File: config.mk
export PLATFORM = sky130hd
export DESIGN_NAME = synthetic_fat16_sector_generator_unit
export DESIGN_NICKNAME = d
export VERILOG_FILES = /design/src/hw/rtl/sfat_pkg.sv /design/src/hw/rtl/sfat_front.sv /design/src/hw/rtl/sfat_queue.sv /design/src/hw/rtl/sfat_back.sv /design/src/hw/rtl/synthetic_fat16_sector_generator_unit.sv
export SDC_FILE = /design/constraint.sdc
export NUM_CORES = 1
export LEC_CHECK = 0
export BUFFER_PORTS_ARGS = -buffer_cell sky130_fd_sc_hd__buf_2
export CAP_MARGIN = 20
export CORE_UTILIZATION = 53
export CTS_BUF_LIST = sky130_fd_sc_hd__clkbuf_4
export CTS_CLUSTER_DIAMETER = 50
export DETAILED_ROUTE_END_ITERATION = 6
export GPL_ROUTABILITY_DRIVEN = 0
export HOLD_SLACK_MARGIN = 0.12
export PLACE_DENSITY = 0.73
export SLEW_MARGIN = 20
export SYNTH_ARGS = -nofsm -noshare
export SYNTH_HDL_FRONTEND = slang
export SYNTH_SLANG_ARGS = --single-unit
File: constraint.sdc
create_clock -name i_clk -period 12.2 [get_ports i_clk]
set_input_delay 3.66 -clock i_clk [delete_from_list [all_inputs] [get_ports i_clk]]
set_output_delay 3.66 -clock i_clk [all_outputs]
set_load 0.02 [all_outputs]
File: src/hw/rtl/sfat_pkg.sv
// shared types, constants and helper functions of the virtual fat16 sector generator
package sfat_pkg;

    localparam int ADDR_W      = 32;
    localparam int WIDX_W      = 6;
    localparam int WORD_W      = 64;
    localparam int CFG_IDX_W   = 1;
    localparam int CFG_DATA_W  = 32;
    localparam int SIZE_W      = 32;
    localparam int CLUS_W      = 16;
    localparam int ROW_W       = 5;
    localparam int ENT_W       = 4;
    localparam int IDX_W       = ROW_W + ENT_W;
    localparam int BCD_W       = 12;
    localparam int QUEUE_DEPTH = 2;
    localparam int QPTR_W      = (QUEUE_DEPTH > 1) ? $clog2(QUEUE_DEPTH) : 1;
    localparam int QCNT_W      = $clog2(QUEUE_DEPTH + 1);

    localparam logic [CFG_IDX_W-1:0] CFG_FILE_SIZE    = 1'b0;
    localparam logic [CFG_IDX_W-1:0] CFG_CLUSTER_BASE = 1'b1;

    localparam logic [SIZE_W-1:0] SIZE_RESET    = 32'd12345;
    localparam logic [CLUS_W-1:0] CLUSTER_RESET = 16'd256;

    localparam logic [ADDR_W-1:0] PART_START    = 32'h0000_003f;
    localparam logic [ADDR_W-1:0] TABLE_SECTORS = 32'h0000_003e;
    localparam logic [ADDR_W-1:0] FAT_FIRST     = PART_START + 32'd1;
    localparam logic [ADDR_W-1:0] FAT_SECOND    = FAT_FIRST + TABLE_SECTORS;
    localparam logic [ADDR_W-1:0] FAT_LAST      = FAT_FIRST + 32'd2 * TABLE_SECTORS - 32'd1;
    localparam logic [ADDR_W-1:0] DIR_FIRST     = FAT_LAST + 32'd1;
    localparam logic [ADDR_W-1:0] DIR_LAST      = DIR_FIRST + 32'h200 / 32'd16 - 32'd1;

    localparam logic [WIDX_W-1:0] LAST_IDX = 6'd63;

    // fixed words, little-endian byte order
    localparam logic [WORD_W-1:0] MBR_W55   = 64'h01000000_00000000;
    localparam logic [WORD_W-1:0] MBR_W56   = 64'h003fffff_fe0b0001;
    localparam logic [WORD_W-1:0] MBR_W57   = 64'h00000000_f49e0000;
    localparam logic [WORD_W-1:0] SIG_W63   = 64'haa550000_00000000;
    localparam logic [WORD_W-1:0] BOOT_W1   = 64'h00010402_00000000;
    localparam logic [WORD_W-1:0] BOOT_W2   = 64'h003ef800_00020002;
    localparam logic [WORD_W-1:0] BOOT_W4   = 64'h00100020_0000f49e;
    localparam logic [WORD_W-1:0] BOOT_W5   = 64'h5350494c_4600003f;
    localparam logic [WORD_W-1:0] BOOT_W6   = 64'h41462020_20202059;
    localparam logic [WORD_W-1:0] BOOT_W7   = 64'h00002020_20363154;
    localparam logic [WORD_W-1:0] FAT_W0    = 64'hffffffff_fffffff8;
    localparam logic [WORD_W-1:0] FAT_W1    = 64'h00000000_ffffffff;
    localparam logic [WORD_W-1:0] LABEL_W0  = 64'h20205953_50494c46;
    localparam logic [WORD_W-1:0] LABEL_W1  = 64'h00000000_28202020;
    localparam logic [WORD_W-1:0] EXT_W1    = 64'h00000000_00545854;
    localparam logic [WORD_W-1:0] FILL_W1   = 64'h78787878_7878000a;
    localparam logic [WORD_W-1:0] FILL_ALL  = 64'h78787878_78787878;
    localparam logic [WORD_W-1:0] NAME_PAD  = 64'h20202020_20202046;

    typedef enum logic [2:0] {
        K_MBR,
        K_ZERO,
        K_BOOT,
        K_FAT_MARK,
        K_DIR,
        K_FILL
    } t_kind;

    typedef struct packed {
        t_kind             kind;
        logic [ADDR_W-1:0] lba;
        logic [ROW_W-1:0]  row;
        logic [BCD_W-1:0]  bcd;
    } t_job;

    function automatic logic [7:0] hex_char(input logic [3:0] n);
        logic [7:0] c;
        if (n < 4'd10) begin
            c = 8'h30 + {4'h0, n};
        end else begin
            c = 8'h57 + {4'h0, n};
        end
        return c;
    endfunction

    // decimal digits of a directory index below 512, by reciprocal multiply
    function automatic logic [BCD_W-1:0] bcd_of(input logic [IDX_W-1:0] v);
        logic [14:0] ph;
        logic [3:0]  h;
        logic [6:0]  r;
        logic [14:0] pt;
        logic [3:0]  t;
        logic [3:0]  u;
        ph = 15'(v) * 15'd41;
        h  = {1'b0, ph[14:12]};
        r  = 7'(v - 9'({5'd0, h} * 9'd100));
        pt = 15'(r) * 15'd205;
        t  = pt[14:11];
        u  = 4'(r - 7'({3'd0, t} * 7'd10));
        return {h, t, u};
    endfunction

    function automatic logic [BCD_W-1:0] bcd_inc(input logic [BCD_W-1:0] b);
        logic [3:0] h;
        logic [3:0] t;
        logic [3:0] u;
        h = b[11:8];
        t = b[7:4];
        u = b[3:0];
        if (u == 4'd9) begin
            u = 4'd0;
            if (t == 4'd9) begin
                t = 4'd0;
                h = h + 4'd1;
            end else begin
                t = t + 4'd1;
            end
        end else begin
            u = u + 4'd1;
        end
        return {h, t, u};
    endfunction

endpackage

File: src/hw/rtl/sfat_front.sv
// front end: takes sector requests and classifies them into jobs
module sfat_front (
    input  logic                   i_in_valid,
    input  logic [31:0]            i_sector_address,
    input  logic                   i_full,
    output logic                   o_in_ready,
    output logic                   o_push,
    output sfat_pkg::t_job         o_job
);
    import sfat_pkg::*;

    logic [ROW_W-1:0] row;

    assign row        = 5'(i_sector_address - DIR_FIRST);
    assign o_in_ready = !i_full;
    assign o_push     = i_in_valid && !i_full;

    always_comb begin
        o_job.lba = i_sector_address;
        o_job.row = row;
        o_job.bcd = bcd_of({row, {ENT_W{1'b0}}});
        priority if (i_sector_address == '0) begin
            o_job.kind = K_MBR;
        end else if (i_sector_address < PART_START) begin
            o_job.kind = K_ZERO;
        end else if (i_sector_address == PART_START) begin
            o_job.kind = K_BOOT;
        end else if (i_sector_address <= FAT_LAST) begin
            if (i_sector_address == FAT_FIRST || i_sector_address == FAT_SECOND) begin
                o_job.kind = K_FAT_MARK;
            end else begin
                o_job.kind = K_ZERO;
            end
        end else if (i_sector_address <= DIR_LAST) begin
            o_job.kind = K_DIR;
        end else begin
            o_job.kind = K_FILL;
        end
    end

endmodule

File: src/hw/rtl/sfat_queue.sv
// short job queue between the front end and the word generator
module sfat_queue (
    input  logic            i_clk,
    input  logic            i_rst_n,
    input  logic            i_push,
    input  sfat_pkg::t_job  i_job,
    input  logic            i_pop,
    output logic            o_full,
    output logic            o_valid,
    output sfat_pkg::t_job  o_job
);
    import sfat_pkg::*;

    t_job              r_mem [QUEUE_DEPTH];
    logic [QPTR_W-1:0] r_wr;
    logic [QPTR_W-1:0] r_rd;
    logic [QCNT_W-1:0] r_count;
    logic [QPTR_W-1:0] n_wr;
    logic [QPTR_W-1:0] n_rd;
    logic [QCNT_W-1:0] n_count;
    logic              push;
    logic              pop;

    assign o_full  = (r_count == QCNT_W'(QUEUE_DEPTH));
    assign o_valid = (r_count != '0);
    assign o_job   = r_mem[r_rd];
    assign push    = i_push && !o_full;
    assign pop     = i_pop && o_valid;

    always_comb begin
        n_wr    = r_wr;
        n_rd    = r_rd;
        n_count = r_count;
        if (push) begin
            n_wr = (r_wr == QPTR_W'(QUEUE_DEPTH - 1)) ? '0 : r_wr + 1'b1;
        end
        if (pop) begin
            n_rd = (r_rd == QPTR_W'(QUEUE_DEPTH - 1)) ? '0 : r_rd + 1'b1;
        end
        if (push && !pop) begin
            n_count = r_count + 1'b1;
        end else if (pop && !push) begin
            n_count = r_count - 1'b1;
        end
    end

    always_ff @(posedge i_clk) begin
        if (!i_rst_n) begin
            r_wr    <= '0;
            r_rd    <= '0;
            r_count <= '0;
        end else begin
            r_wr    <= n_wr;
            r_rd    <= n_rd;
            r_count <= n_count;
        end
    end

    always_ff @(posedge i_clk) begin
        if (push) begin
            r_mem[r_wr] <= i_job;
        end
    end

    a_count_bound: assert property (@(posedge i_clk) disable iff (!i_rst_n)
        r_count <= QCNT_W'(QUEUE_DEPTH))
        else $error("queue count beyond depth");

    a_count_up: assert property (@(posedge i_clk) disable iff (!i_rst_n)
        (push && !pop) |=> (r_count == $past(r_count) + 1'b1))
        else $error("queue count not raised on push");

    a_count_down: assert property (@(posedge i_clk) disable iff (!i_rst_n)
        (pop && !push) |=> (r_count == $past(r_count) - 1'b1))
        else $error("queue count not lowered on pop");

endmodule

File: src/hw/rtl/sfat_back.sv
// back end: config registers, sector word generation and output register
module sfat_back (
    input  logic                   i_clk,
    input  logic                   i_rst_n,
    input  logic                   i_cfg_we,
    input  logic [0:0]             i_cfg_index,
    input  logic [31:0]            i_cfg_data,
    input  logic                   i_job_valid,
    input  sfat_pkg::t_job         i_job,
    output logic                   o_pop,
    output logic                   o_out_valid,
    input  logic                   i_out_ready,
    output logic [5:0]             o_word_index,
    output logic [63:0]            o_data_word,
    output logic                   o_last_word
);
    import sfat_pkg::*;

    logic [SIZE_W-1:0] r_file_size;
    logic [CLUS_W-1:0] r_cluster;
    logic [WIDX_W-1:0] r_k;
    logic [BCD_W-1:0]  r_bcd;
    logic              r_valid;
    logic [WIDX_W-1:0] r_idx;
    logic [WORD_W-1:0] r_data;
    logic              r_last;

    logic              advance;
    logic [1:0]        q;
    logic [ENT_W-1:0]  ent;
    logic [IDX_W-1:0]  idx;
    logic [BCD_W-1:0]  cur_bcd;
    logic [CLUS_W-1:0] cluster;
    logic [WORD_W-1:0] name_w;
    logic [WORD_W-1:0] hex_w;
    logic [WORD_W-1:0] n_data;

    assign advance = i_job_valid && (!r_valid || i_out_ready);
    assign o_pop   = advance && (r_k == LAST_IDX);
    assign q       = r_k[1:0];
    assign ent     = r_k[WIDX_W-1:2];
    assign idx     = {i_job.row, ent};
    assign cur_bcd = (ent == '0) ? i_job.bcd : r_bcd;
    assign cluster = r_cluster + CLUS_W'(idx);

    always_comb begin
        name_w = NAME_PAD;
        if (cur_bcd[11:8] != 4'd0) begin
            name_w[15:8]  = {4'h3, cur_bcd[11:8]};
            name_w[23:16] = {4'h3, cur_bcd[7:4]};
            name_w[31:24] = {4'h3, cur_bcd[3:0]};
        end else if (cur_bcd[7:4] != 4'd0) begin
            name_w[15:8]  = {4'h3, cur_bcd[7:4]};
            name_w[23:16] = {4'h3, cur_bcd[3:0]};
        end else begin
            name_w[15:8]  = {4'h3, cur_bcd[3:0]};
        end
    end

    always_comb begin
        for (int j = 0; j < 8; j++) begin
            hex_w[8*j +: 8] = hex_char(i_job.lba[28 - 4*j +: 4]);
        end
    end

    always_comb begin
        n_data = '0;
        unique case (i_job.kind)
            K_MBR: begin
                unique case (r_k)
                    6'd55:   n_data = MBR_W55;
                    6'd56:   n_data = MBR_W56;
                    6'd57:   n_data = MBR_W57;
                    6'd63:   n_data = SIG_W63;
                    default: n_data = '0;
                endcase
            end
            K_BOOT: begin
                unique case (r_k)
                    6'd1:    n_data = BOOT_W1;
                    6'd2:    n_data = BOOT_W2;
                    6'd4:    n_data = BOOT_W4;
                    6'd5:    n_data = BOOT_W5;
                    6'd6:    n_data = BOOT_W6;
                    6'd7:    n_data = BOOT_W7;
                    6'd63:   n_data = SIG_W63;
                    default: n_data = '0;
                endcase
            end
            K_FAT_MARK: begin
                unique case (r_k)
                    6'd0:    n_data = FAT_W0;
                    6'd1:    n_data = FAT_W1;
                    default: n_data = '0;
                endcase
            end
            K_DIR: begin
                if (idx == '0) begin
                    unique case (q)
                        2'd0:    n_data = LABEL_W0;
                        2'd1:    n_data = LABEL_W1;
                        default: n_data = '0;
                    endcase
                end else begin
                    unique case (q)
                        2'd0: n_data = name_w;
                        2'd1: n_data = EXT_W1;
                        2'd2: n_data = '0;
                        2'd3: n_data = {r_file_size[7:0], r_file_size[15:8],
                                        r_file_size[23:16], r_file_size[31:24],
                                        cluster, 16'h0000};
                    endcase
                end
            end
            K_FILL: begin
                unique case (r_k)
                    6'd0:    n_data = hex_w;
                    6'd1:    n_data = FILL_W1;
                    default: n_data = FILL_ALL;
                endcase
            end
            default: n_data = '0;
        endcase
    end

    always_ff @(posedge i_clk) begin
        if (!i_rst_n) begin
            r_file_size <= SIZE_RESET;
            r_cluster   <= CLUSTER_RESET;
        end else if (i_cfg_we) begin
            unique case (i_cfg_index)
                CFG_FILE_SIZE:    r_file_size <= i_cfg_data;
                CFG_CLUSTER_BASE: r_cluster   <= i_cfg_data[CLUS_W-1:0];
                default:          r_file_size <= r_file_size;
            endcase
        end
    end

    always_ff @(posedge i_clk) begin
        if (!i_rst_n) begin
            r_k     <= '0;
            r_valid <= 1'b0;
        end else begin
            if (advance) begin
                r_k     <= r_k + 1'b1;
                r_valid <= 1'b1;
            end else if (i_out_ready) begin
                r_valid <= 1'b0;
            end
        end
    end

    always_ff @(posedge i_clk) begin
        if (advance) begin
            r_idx  <= r_k;
            r_data <= n_data;
            r_last <= (r_k == LAST_IDX);
            if (q == 2'd3) begin
                r_bcd <= bcd_inc(cur_bcd);
            end
        end
    end

    assign o_out_valid  = r_valid;
    assign o_word_index = r_idx;
    assign o_data_word  = r_data;
    assign o_last_word  = r_last;

    a_last_flag: assert property (@(posedge i_clk) disable iff (!i_rst_n)
        r_valid |-> (r_last == (r_idx == LAST_IDX)))
        else $error("last flag out of step with word index");

    a_next_index: assert property (@(posedge i_clk) disable iff (!i_rst_n)
        (r_valid && i_out_ready && !r_last) |=>
            (!r_valid || (r_idx == $past(r_idx) + 1'b1)))
        else $error("word index skipped or repeated");

    a_new_sector: assert property (@(posedge i_clk) disable iff (!i_rst_n)
        (r_valid && i_out_ready && r_last) |=> (!r_valid || (r_idx == '0)))
        else $error("sector does not start at word zero");

endmodule

File: src/hw/rtl/synthetic_fat16_sector_generator_unit.sv
// top level of the virtual fat16 sector generator
//
//  channel   direction  handshake                 payload
//  request   in         i_in_valid / o_in_ready    i_sector_address
//  word      out        o_out_valid / i_out_ready  o_word_index, o_data_word, o_last_word
//  config    in         i_cfg_we                   i_cfg_index, i_cfg_data
//
//  each request yields 64 words, one per cycle while the output is not stalled
//  the output register gives one word per unstalled cycle; that single word port sets the rate
//  a two-entry job queue lets requests be taken while the previous sector streams out
//  reset is synchronous and needs no clearing pass; config regs return to defaults
//  a stalled output holds its word and the generator waits on it
module synthetic_fat16_sector_generator_unit (
    input  logic        i_clk,
    input  logic        i_rst_n,
    input  logic        i_cfg_we,
    input  logic [0:0]  i_cfg_index,
    input  logic [31:0] i_cfg_data,
    input  logic        i_in_valid,
    output logic        o_in_ready,
    input  logic [31:0] i_sector_address,
    output logic        o_out_valid,
    input  logic        i_out_ready,
    output logic [5:0]  o_word_index,
    output logic [63:0] o_data_word,
    output logic        o_last_word
);
    import sfat_pkg::*;

    logic full;
    logic push;
    logic pop;
    logic job_valid;
    t_job push_job;
    t_job head_job;

    sfat_front u_front (
        .i_in_valid       (i_in_valid),
        .i_sector_address (i_sector_address),
        .i_full           (full),
        .o_in_ready       (o_in_ready),
        .o_push           (push),
        .o_job            (push_job)
    );

    sfat_queue u_queue (
        .i_clk   (i_clk),
        .i_rst_n (i_rst_n),
        .i_push  (push),
        .i_job   (push_job),
        .i_pop   (pop),
        .o_full  (full),
        .o_valid (job_valid),
        .o_job   (head_job)
    );

    sfat_back u_back (
        .i_clk        (i_clk),
        .i_rst_n      (i_rst_n),
        .i_cfg_we     (i_cfg_we),
        .i_cfg_index  (i_cfg_index),
        .i_cfg_data   (i_cfg_data),
        .i_job_valid  (job_valid),
        .i_job        (head_job),
        .o_pop        (pop),
        .o_out_valid  (o_out_valid),
        .i_out_ready  (i_out_ready),
        .o_word_index (o_word_index),
        .o_data_word  (o_data_word),
        .o_last_word  (o_last_word)
    );

endmodule

==> results.md, run 1 <==
- Die Ht: 158.0 um
- Initial DRC Count: 947
- Slew @ Worst Pin: 1112 ps
- First-pass GRT wire length: 52140 um
- Switching Share: 37.17%
- Vias per Instance: 5.981
- H-tree depth: 2
- FF+latch count, synth: 236
- Vias in the first global route: 9575
- Leading area contributor after synthesis: edfxtp_1
- Post-DP HPWL: 24690 um
- Worst Path Class, Setup: in2reg
- Max Transition Viols Final: 0
- Critical Path Start Type: input pin
- Fmax: 92.25 MHz
- Clock Latency Late Sink: 730 ps
- Top cells by area, synth: edfxtp_1 41%, dfxtp_1 9.3%, ha_1 6.7%
- Warnings from Yosys: 0
- # clock sinks: 236
- Final min period: 10840 ps
- Syn Inst Count: 1225
- Post-synth EDFFs: 176
- DRT Pass-1 Iters: 6
- Worst path most repeated cell: ha_1
- Total Wirelength: 34010 um
- CTS root buf: clkbuf_4
- Final ANT Viol Nets: 0
- Period utilisation layout: 88.85%
- TritonCTS buffer count: 58
- # hold bufs at CTS: 0
- Count of standard-cell rows: 56
- Wirelength per Cell: 19.39 um
- Total number of vias: 10490
- Maxcap violations: 0
- Register area share after synthesis: 50.27%
- Area Growth Syn to Fin: 13.66%
- Netlist cell types: 79
- Gr usage total: 27.70%
- Post-CTS sizing: 0
- Share of cells above drive strength 1: 19.12%
- IO Count: 143
- Post-Syn Nets: 1370
- Worst path required time: 12610 ps
- Critical Path Slowest Stage Cell: fa_1
- Final setup fails: 0
- Post-Syn Area: 0.01290 mm2
- Final Hold Fails: 0
- RSZ-0062 raised after global routing: false
- Postcts setup bufs: 0
- Die area: 0.02497 mm2
- Top-area cell type share of the netlist area: 40.96%
- Syn Area/Cell: 10.53 um2
- Worst slew margin: 25.68%
- Crit end category: register
- Setup Skew: 64.72 ps
- CORE AREA: 0.02368 mm2
- Final setup margin: 1360 ps
- DRC viols: 0
- Port bufs: 142
- FILL cells: 2022
- Fraction of registers with async set/reset: 0%
- Clock share of power: 21.9%
- Largest net degree at the start of global routing: 72
- Nets: 1533
- Crit path largest cell delay: 460 ps
- Pleak: 5.786 nW
- Commonest register cell after synthesis: edfxtp_1
- Grt total ovfl: 0
- Max VDD drop: 0.2691 mV
- Most common cell after layout, fill and taps aside: nand2_1
- Most frequent cells in the layout: 187 x nand2_1, 176 x edfxtp_1, 142 x buf_2
- Pre-CTS WS: 697.3 ps
- Worst-path fanout max: 6
- Hold Path Class: reg2reg
- Sw power: 1.152 mW
- Initial core utilization: 54.48%
- Crit path arrival time: 11250 ps
- PD cells: 211.3 mW/mm2
- Clock Tree Buf Depth: 3
- Fin Setup TNS: 0 ps
- Status: finished clean
- CTS tree: built
- Reg clk slew, reported paths: 60 ps
- Initial antenna violation count: 2
- Internal: 1.947 mW
- Die Width: 158.0 um
- Sequential share of power: 36.7%
- Comb pwr share: 41.4%
==> power by group through the flow <==
stage          combinational, mW  clock, mW  sequential (mW)
6_report                    1.28      0.678             1.14
5_1_grt                     1.45      0.734             1.15
4_1_cts                     1.28      0.695             1.14
3_5_place_dp                1.27          0             1.15
3_3_place_gp                1.22          0             1.15
2_1_floorplan              0.868          0             1.22
==> kinds of logic after synthesis <==
logic type / count (synthesis) / synth area share, %
flops: 236 / 50.27
xor+xnor: 53 / 3.704
mux: 54 / 4.238
simple gates: 414 / 15.16
fa+ha+maj: 75 / 7.622
compound gates: 308 / 16.19
buf+inv: 85 / 2.812
==> flip-flops by register name (all words and copies together), names as in the netlist, 2 cells and up, named ones only <==
signal / flops
u_queue.r_mem: 94
u_back.r_cluster: 16
u_back.r_bcd: 12
u_queue.r_count: 2
u_back.o_data_word: 63
u_back.r_file_size: 32
u_back.r_k: 6
u_back.o_word_index: 6
==> layer usage <==
layer	wire (um)	vias up	GRT usage, %
li1	-	4898	-
met1	14610	4957	39.19
met2	14990	560	42.16
met3	3512	75	6.433
met4	890	0	8.425
met5	0	-	0
==> critical path: cells and delay by family <==
family	cells	cell delay, ps
AOI/OAI and AO/OA	5	1420
adders and majority gates	11	3240
buffers and inverters	4	340
and+or+nand+nor	6	1330
xor gates and xnor gates	6	1240
==> cell usage after synthesis, types with 3 or more instances <==
cell,count
xnor2_1,32
inv_1,36
ha_1,69
dfxtp_1,60
nand2b_1,12
edfxtp_1,176
a221o_1,6
and4b_1,3
nand3_1,31
a211oi_1,12
a31oi_1,10
nand3b_1,6
or3_1,6
a221oi_1,5
xor2_1,20
o21ai_0,53
mux2_2,5
a21boi_0,43
mux2i_1,49
nor3b_1,6
and3_1,12
nand2_1,187
o31a_1,3
nor3_1,20
o31ai_1,9
a21oi_1,69
buf_4,3
nor2b_1,9
nor2_1,73
clkbuf_1,29
nor4_1,9
o221ai_1,12
nand4_1,9
o211ai_1,14
o21ai_1,8
fa_1,6
and2_1,19
a22oi_1,3
a21o_1,14
o21bai_1,3
o22ai_1,6
o21a_1,10
buf_2,14
==> worst paths after layout <==
kind / slack (ps) / end / startpoint / cells past startpoint
worst max-delay path: 1360 / u_queue.r_mem[1][3] / i_sector_address[2] / 32
worst min-delay path: 470 / u_back.r_file_size[24] / u_back.r_file_size[24] / 2
worst max register to register: 8270 / u_back.o_data_word[26] / register / 6
worst min register to register: 470 / u_back.r_file_size[24] / u_back.r_file_size[24] / 2
==> stage by stage <==
step | hold WS, ps | cells | util, % | power (mW) | instance area (um2)
3_5_place_dp | 461.0 | 1647 | 58.62 | 2.429 | 13880
6_report | 470.4 | 1754 | 61.92 | 3.099 | 14670
5_1_grt | 492.9 | 1753 | 61.91 | 3.330 | 14660
3_3_place_gp | 452.5 | 1647 | 58.62 | 2.375 | 13880
2_1_floorplan | 437.9 | 1225 | - | 2.089 | 12900
4_1_cts | 472.4 | 1752 | 61.90 | 3.114 | 14660
==> area by class of cell <==
cell class                 instances  area [um2]  area share [%]
timing repair buffer             152       785.8           5.358
clock buffer                      84       630.6           4.300
tap                              319       399.1           2.722
multi-input combinational        904        6072           41.40
sequential                       236        6490           44.25
antenna                            2       5.005         0.03413
clock inverter                    21       147.6           1.007
inverter                          36       135.1          0.9214
Power figures use the tool's default switching activity.
==> inputs of run 2 (changes only) <==
--- a/config.mk
+++ b/config.mk
@@ -7,13 +7,15 @@
 export LEC_CHECK = 0
 export BUFFER_PORTS_ARGS = -buffer_cell sky130_fd_sc_hd__buf_2
 export CAP_MARGIN = 20
-export CORE_UTILIZATION = 53
+export CELL_PAD_IN_SITES_DETAIL_PLACEMENT = 1
+export CELL_PAD_IN_SITES_GLOBAL_PLACEMENT = 2
+export CORE_UTILIZATION = 40
 export CTS_BUF_LIST = sky130_fd_sc_hd__clkbuf_4
 export CTS_CLUSTER_DIAMETER = 50
 export DETAILED_ROUTE_END_ITERATION = 6
 export GPL_ROUTABILITY_DRIVEN = 0
 export HOLD_SLACK_MARGIN = 0.12
-export PLACE_DENSITY = 0.73
+export PLACE_DENSITY_LB_ADDON = 0.1
 export SLEW_MARGIN = 20
 export SYNTH_ARGS = -nofsm -noshare
 export SYNTH_HDL_FRONTEND = slang
==> run 2 against run 1 <==
Net effect: clock power rose by 18%; global-route usage is 2.8 points lower; fmax down 1.7%; critical path type unchanged.
==> results.md, run 2 (same netlist as run 1, synthesis figures left out) <==
- Status: finished clean (unchanged)
- Worst path most repeated cell: ha_1 (unchanged)
- Crit path largest cell delay: 500 ps (was 460 ps)
- Initial antenna violation count: 2 (unchanged)
- FF+latch area: 0.006490 mm2 (unchanged)
- Nets: 1547 (was 1533)
- Vias in the first global route: 10342 (was 9575)
- Largest net degree at the start of global routing: 61 (was 72)
- DRT Pass-1 Iters: 5 (was 6)
- Biggest register: u_queue.r_mem (unchanged)
- Fin Setup TNS: 0 ps (unchanged)
- Worst path required time: 12640 ps (was 12610 ps)
- Final setup fails: 0 (unchanged)
- H-tree depth: 3 (was 2)
- Area taken by multi-input logic gates: 0.006077 mm2 (was 0.006072 mm2)
- Maxcap violations: 0 (unchanged)
- Worst path top cell family by delay: adder cells (unchanged)
- Most frequent cells in the layout: 187 x nand2_1, 176 x edfxtp_1, 142 x buf_2 (unchanged)
- Grt total ovfl: 0 (unchanged)
- Initial DRC Count: 599 (was 947)
- Hold Path Class: reg2reg (unchanged)
- TritonCTS buffer count: 67 (was 58)
- Post-CTS sizing: 0 (unchanged)
- IO Count: 143 (unchanged)
- Setup Skew: 56.80 ps (was 64.72 ps)
- R2R setup slack: 7830 ps (was 8270 ps)
- Clock Latency Late Sink: 740 ps (was 730 ps)
- Hold Path Depth: 2 (unchanged)
- Initial core utilization: 40.78% (was 54.48%)
- Max Transition Viols Final: 0 (unchanged)
- Final min period: 11030 ps (was 10840 ps)
- Die Ht: 181.6 um (was 158.0 um)
- # clock sinks: 236 (unchanged)
- Post-DP HPWL: 30400 um (was 24690 um)
- RSZ-0062 raised after global routing: false (unchanged)
- CTS root buf: clkbuf_4 (unchanged)
- Port bufs: 142 (unchanged)
- Area Growth Syn to Fin: 15.99% (was 13.66%)
- Buf/Inv on CP: 4 (unchanged)
- First-pass GRT wire length: 61440 um (was 52140 um)
- Max VDD drop: 0.1844 mV (was 0.2691 mV)
- CP Depth: 32 (unchanged)
- Clock Tree Buf Depth: 3 (unchanged)
- # hold bufs at CTS: 0 (unchanged)
- Total number of vias: 10325 (was 10490)
- CTS tree: built (unchanged)
- Share of cells above drive strength 1: 20.21% (was 19.12%)
- Slew @ Worst Pin: 1117 ps (was 1112 ps)
- PD cells: 217.8 mW/mm2 (was 211.3 mW/mm2)
- Wirelength per Cell: 21.88 um (was 19.39 um)
- Postcts setup bufs: 0 (unchanged)
- Fmax: 90.65 MHz (was 92.25 MHz)
- Worst-path fanout max: 6 (unchanged)
- Total Wirelength: 40650 um (was 34010 um)
- Crit end category: register (unchanged)
- Hold Path Sink: u_back.r_file_size[25] (was u_back.r_file_size[24])
- Vias per Instance: 5.557 (was 5.981)
- Crit path arrival time: 11480 ps (was 11250 ps)
- DRC viols: 0 (unchanged)
- Period utilisation layout: 90.42% (was 88.85%)
- Die Width: 181.6 um (was 158.0 um)
- CORE AREA: 0.03164 mm2 (was 0.02368 mm2)
- Final ANT Viol Nets: 0 (unchanged)
- Reg2reg path depth: 7 (was 6)
- Worst Path Class, Setup: in2reg (unchanged)
- Worst hold start: u_back.r_file_size[25] (was u_back.r_file_size[24])
- Pleak: 5.906 nW (was 5.786 nW)
- Worst slew margin: 24.92% (was 25.68%)
- Max reg flops: 94 (unchanged)
- Reg clk slew, reported paths: 70 ps (was 60 ps)
- Final Hold Fails: 0 (unchanged)
- Critical Path Slowest Stage Cell: a311oi_2 (was fa_1)
- Critical Path Start Type: input pin (unchanged)
- Final core area utilization: 47.30% (was 61.92%)
- Gr usage total: 24.88% (was 27.70%)
- Die area: 0.03298 mm2 (was 0.02497 mm2)
- Count of standard-cell rows: 65 (was 56)
- Most common cell after layout, fill and taps aside: nand2_1 (unchanged)
- FILL cells: 3536 (was 2022)
- Worst R2R End: u_back.o_data_word[12] (was u_back.o_data_word[26])
run 2: metal layers:
metal  vias up  global-route usage (%)  routed length [um]
met5         -                       0                   0
met3        63                   4.553                2247
met2       295                   38.51               18170
met4         0                   9.153                 958
met1      5036                   34.70               19280
li1       4931                       -                   -
run 2: final cells by class:
cell class,count,share of cell area [%]
clock buffers,98,4.916
inverters,36,0.9029
multi-input cells,904,40.61
flip-flops and latches,236,43.37
diodes,1,0.01672
clock inverters,24,1.329
well taps,402,3.361
repair buffers,157,5.501
run 2: where the power goes:
part | internal, mW | leakage, nW | switching [mW]
sequential | 1.10 | 2.15 | 0.0465
combinational | 0.499 | 3.21 | 0.821
clock | 0.455 | 0.548 | 0.343
total | 2.05 | 5.91 | 1.21
run 2: worst reg2reg max path, delay by kind of cell, from the launching register on:
family                     cells  cell delay, ps
AOI/OAI and AO/OA              2            1470
DFF                            1             650
buffers and inverters          1             610
muxes                          1             610
and+or+nand+nor                2             420
adders and majority gates      1             330
run 2: worst max path at each step:
stage / to / from / slack, ps
floorplan: u_queue.r_mem[0][3] / i_sector_address[2] / 1430
global placement: u_queue.r_mem[0][3] / i_sector_address[2] / 720
detailed placement: u_queue.r_mem[1][3] / i_sector_address[2] / 450
CTS: u_queue.r_mem[1][3] / i_sector_address[2] / 1200
global route: u_queue.r_mem[1][3] / i_sector_address[2] / 740
finish: u_queue.r_mem[1][3] / i_sector_address[2] / 1170
run 2: through the flow:
stage,instances,setup WS [ps],hold WS [ps],instance area [um2],power (mW)
finish,1858,1168,471.9,14970,3.259
CTS,1857,1200,474.9,14960,3.304
global placement,1735,722.9,455.3,14030,2.427
global route,1858,743.9,499.7,14970,3.485
detailed placement,1735,453.7,465.7,14030,2.482
floorplan,1225,1432,437.9,12900,2.089
==> inputs of run 3 (changes only) <==
--- a/config.mk
+++ b/config.mk
@@ -15,6 +15,7 @@
 export DETAILED_ROUTE_END_ITERATION = 6
 export GPL_ROUTABILITY_DRIVEN = 0
 export HOLD_SLACK_MARGIN = 0.12
+export MAX_ROUTING_LAYER = met4
 export PLACE_DENSITY_LB_ADDON = 0.1
 export SLEW_MARGIN = 20
 export SYNTH_ARGS = -nofsm -noshare
==> run 3 against run 2 <==
Net effect: flip-flop and latch count unchanged; combinational power about the same; clock-buffer cell count unchanged; clock power is essentially flat; critical path type unchanged; largest power group unchanged; highest routed layer unchanged.
==> results.md, run 3 (same netlist as run 1, synthesis figures left out) <==
- Metal1 wirelength: 19320 um (was 19280 um)
- Reg clk slew, reported paths: 60 ps (was 70 ps)
- Slew @ Worst Pin: 1118 ps (was 1117 ps)
- FILL cells: 3536 (unchanged)
- Total number of vias: 10368 (was 10325)
- DRC viols: 0 (unchanged)
- Maxcap violations: 0 (unchanged)
- # clock sinks: 236 (unchanged)
- Share of cells above drive strength 1: 20.21% (unchanged)
- Die Width: 181.6 um (unchanged)
- Met2 wire length: 18220 um (was 18170 um)
- Critical Path Slowest Stage Cell: a311oi_2 (unchanged)
- Total Wirelength: 40680 um (was 40650 um)
- Nets: 1547 (unchanged)
- CORE AREA: 0.03164 mm2 (unchanged)
- Status: finished clean (unchanged)
- Max Transition Viols Final: 0 (unchanged)
- Crit path largest cell delay: 500 ps (about the same)
- Top sig layer: met4 (unchanged)
- Crit path arrival time: 11480 ps (about the same)
- Final ANT Viol Nets: 0 (unchanged)
- Hold Path Class: reg2reg (unchanged)
- PD cells: 217.9 mW/mm2 (was 217.8 mW/mm2)
- Biggest register: u_queue.r_mem (unchanged)
- Worst path required time: 12650 ps (was 12640 ps)
- Fin Setup TNS: 0 ps (unchanged)
- Clock Latency Late Sink: 740 ps (about the same)
- CTS root buf: clkbuf_4 (unchanged)
- CTS tree: built (unchanged)
- Worst Path Class, Setup: in2reg (unchanged)
- Die Ht: 181.6 um (unchanged)
- Critical Path Start Type: input pin (unchanged)
- FF+latch area: 0.006490 mm2 (unchanged)
- Fmax: 90.65 MHz (about the same)
- Grt total ovfl: 0 (unchanged)
- IO Count: 143 (unchanged)
- Initial antenna violation count: 2 (unchanged)
- Post-DP HPWL: 30400 um (unchanged)
- Area Growth Syn to Fin: 15.99% (unchanged)
- WHS: 472.5 ps (was 471.9 ps)
- Area taken by multi-input logic gates: 0.006077 mm2 (unchanged)
- Setup Skew: 59.55 ps (was 56.80 ps)
- Buf/Inv on CP: 4 (unchanged)
- DRT Pass-1 Iters: 5 (unchanged)
- RSZ-0062 raised after global routing: false (unchanged)
- First-pass GRT wire length: 61400 um (was 61440 um)
- Pleak: 5.906 nW (unchanged)
- Vias in the first global route: 10362 (was 10342)
- Postcts setup bufs: 0 (unchanged)
- Worst path top cell family by delay: adder cells (unchanged)
- Vias per Instance: 5.580 (was 5.557)
- Critical Path Source: i_sector_address[2] (unchanged)
- Most frequent cells in the layout: 187 x nand2_1, 176 x edfxtp_1, 142 x buf_2 (unchanged)
- Port bufs: 142 (unchanged)
- Initial DRC Count: 655 (was 599)
- Most common cell after layout, fill and taps aside: nand2_1 (unchanged)
- Wirelength per Cell: 21.89 um (was 21.88 um)
- Gr usage total: 25.64% (was 24.88%)
- Max reg flops: 94 (unchanged)
- H-tree depth: 3 (unchanged)
- Count of standard-cell rows: 65 (unchanged)
- TritonCTS buffer count: 67 (unchanged)
- Post-CTS sizing: 0 (unchanged)
- Worst hold start: u_back.r_file_size[13] (was u_back.r_file_size[25])
- Worst path most repeated cell: ha_1 (unchanged)
- Die area: 0.03298 mm2 (unchanged)
- Period utilisation layout: 90.42% (about the same)
- Worst slew margin: 24.81% (was 24.92%)
- Initial core utilization: 40.78% (unchanged)
- Worst-path fanout max: 6 (unchanged)
- Final setup fails: 0 (unchanged)
- Final Hold Fails: 0 (unchanged)
- DR WL met3: 2211 um (was 2247 um)
- Largest net degree at the start of global routing: 61 (unchanged)
- Final min period: 11030 ps (about the same)
- Crit end category: register (unchanged)
- # hold bufs at CTS: 0 (unchanged)
- Max VDD drop: 0.1845 mV (was 0.1844 mV)
- Clock Tree Buf Depth: 3 (unchanged)
## run 3: path summary, 6_finish.rpt
| check | to | slack (ps) | cells after the start |
|---|---|---|---|
| setup reg to reg | u_back.o_data_word[12] | 7850 | 7 |
| hold / removal | u_back.r_file_size[13] | 470 | 2 |
| hold reg to reg | u_back.r_file_size[13] | 470 | 2 |
| setup / recovery | u_queue.r_mem[1][3] | 1170 | 32 |
## run 3: per-layer routing
metal / global-route usage, % / vias up
met4: 9.085 / 0
met2: 38.40 / 305
met5: - / -
li1: - / 4931
met1: 34.78 / 5068
met3: 4.613 / 64
## run 3: layout make-up
cell class / instances / area share (%)
Sequential cell: 236 / 43.37
Multi-Input combinational cell: 904 / 40.61
Timing Repair Buffer: 157 / 5.501
Clock buffer: 98 / 4.916
Tap cell: 402 / 3.361
Clock inverter: 24 / 1.329
Inverter: 36 / 0.9029
Antenna cell: 1 / 0.01672
## run 3: through the flow
step | utilization (%) | setup slack (ps) | std cells | instance area, um2 | power, mW
detailed placement | 44.33 | 453.7 | 1735 | 14030 | 2.482
global placement | 44.33 | 722.9 | 1735 | 14030 | 2.427
CTS | 47.29 | 1200 | 1857 | 14960 | 3.304
finish | 47.30 | 1168 | 1858 | 14970 | 3.261
global route | 47.30 | 742.2 | 1858 | 14970 | 3.485
floorplan | - | 1432 | 1225 | 12900 | 2.089
## run 3: power by group
group / internal, mW / switching [mW]
Sequential: 1.10 / 0.0468
Clock: 0.455 / 0.343
Combinational: 0.499 / 0.821
Total: 2.05 / 1.21
## run 3: worst min-delay path: stages (launching register included)
cell     delay (ps)
dfxtp_1         310
nand2_1          50
nand3_1          60
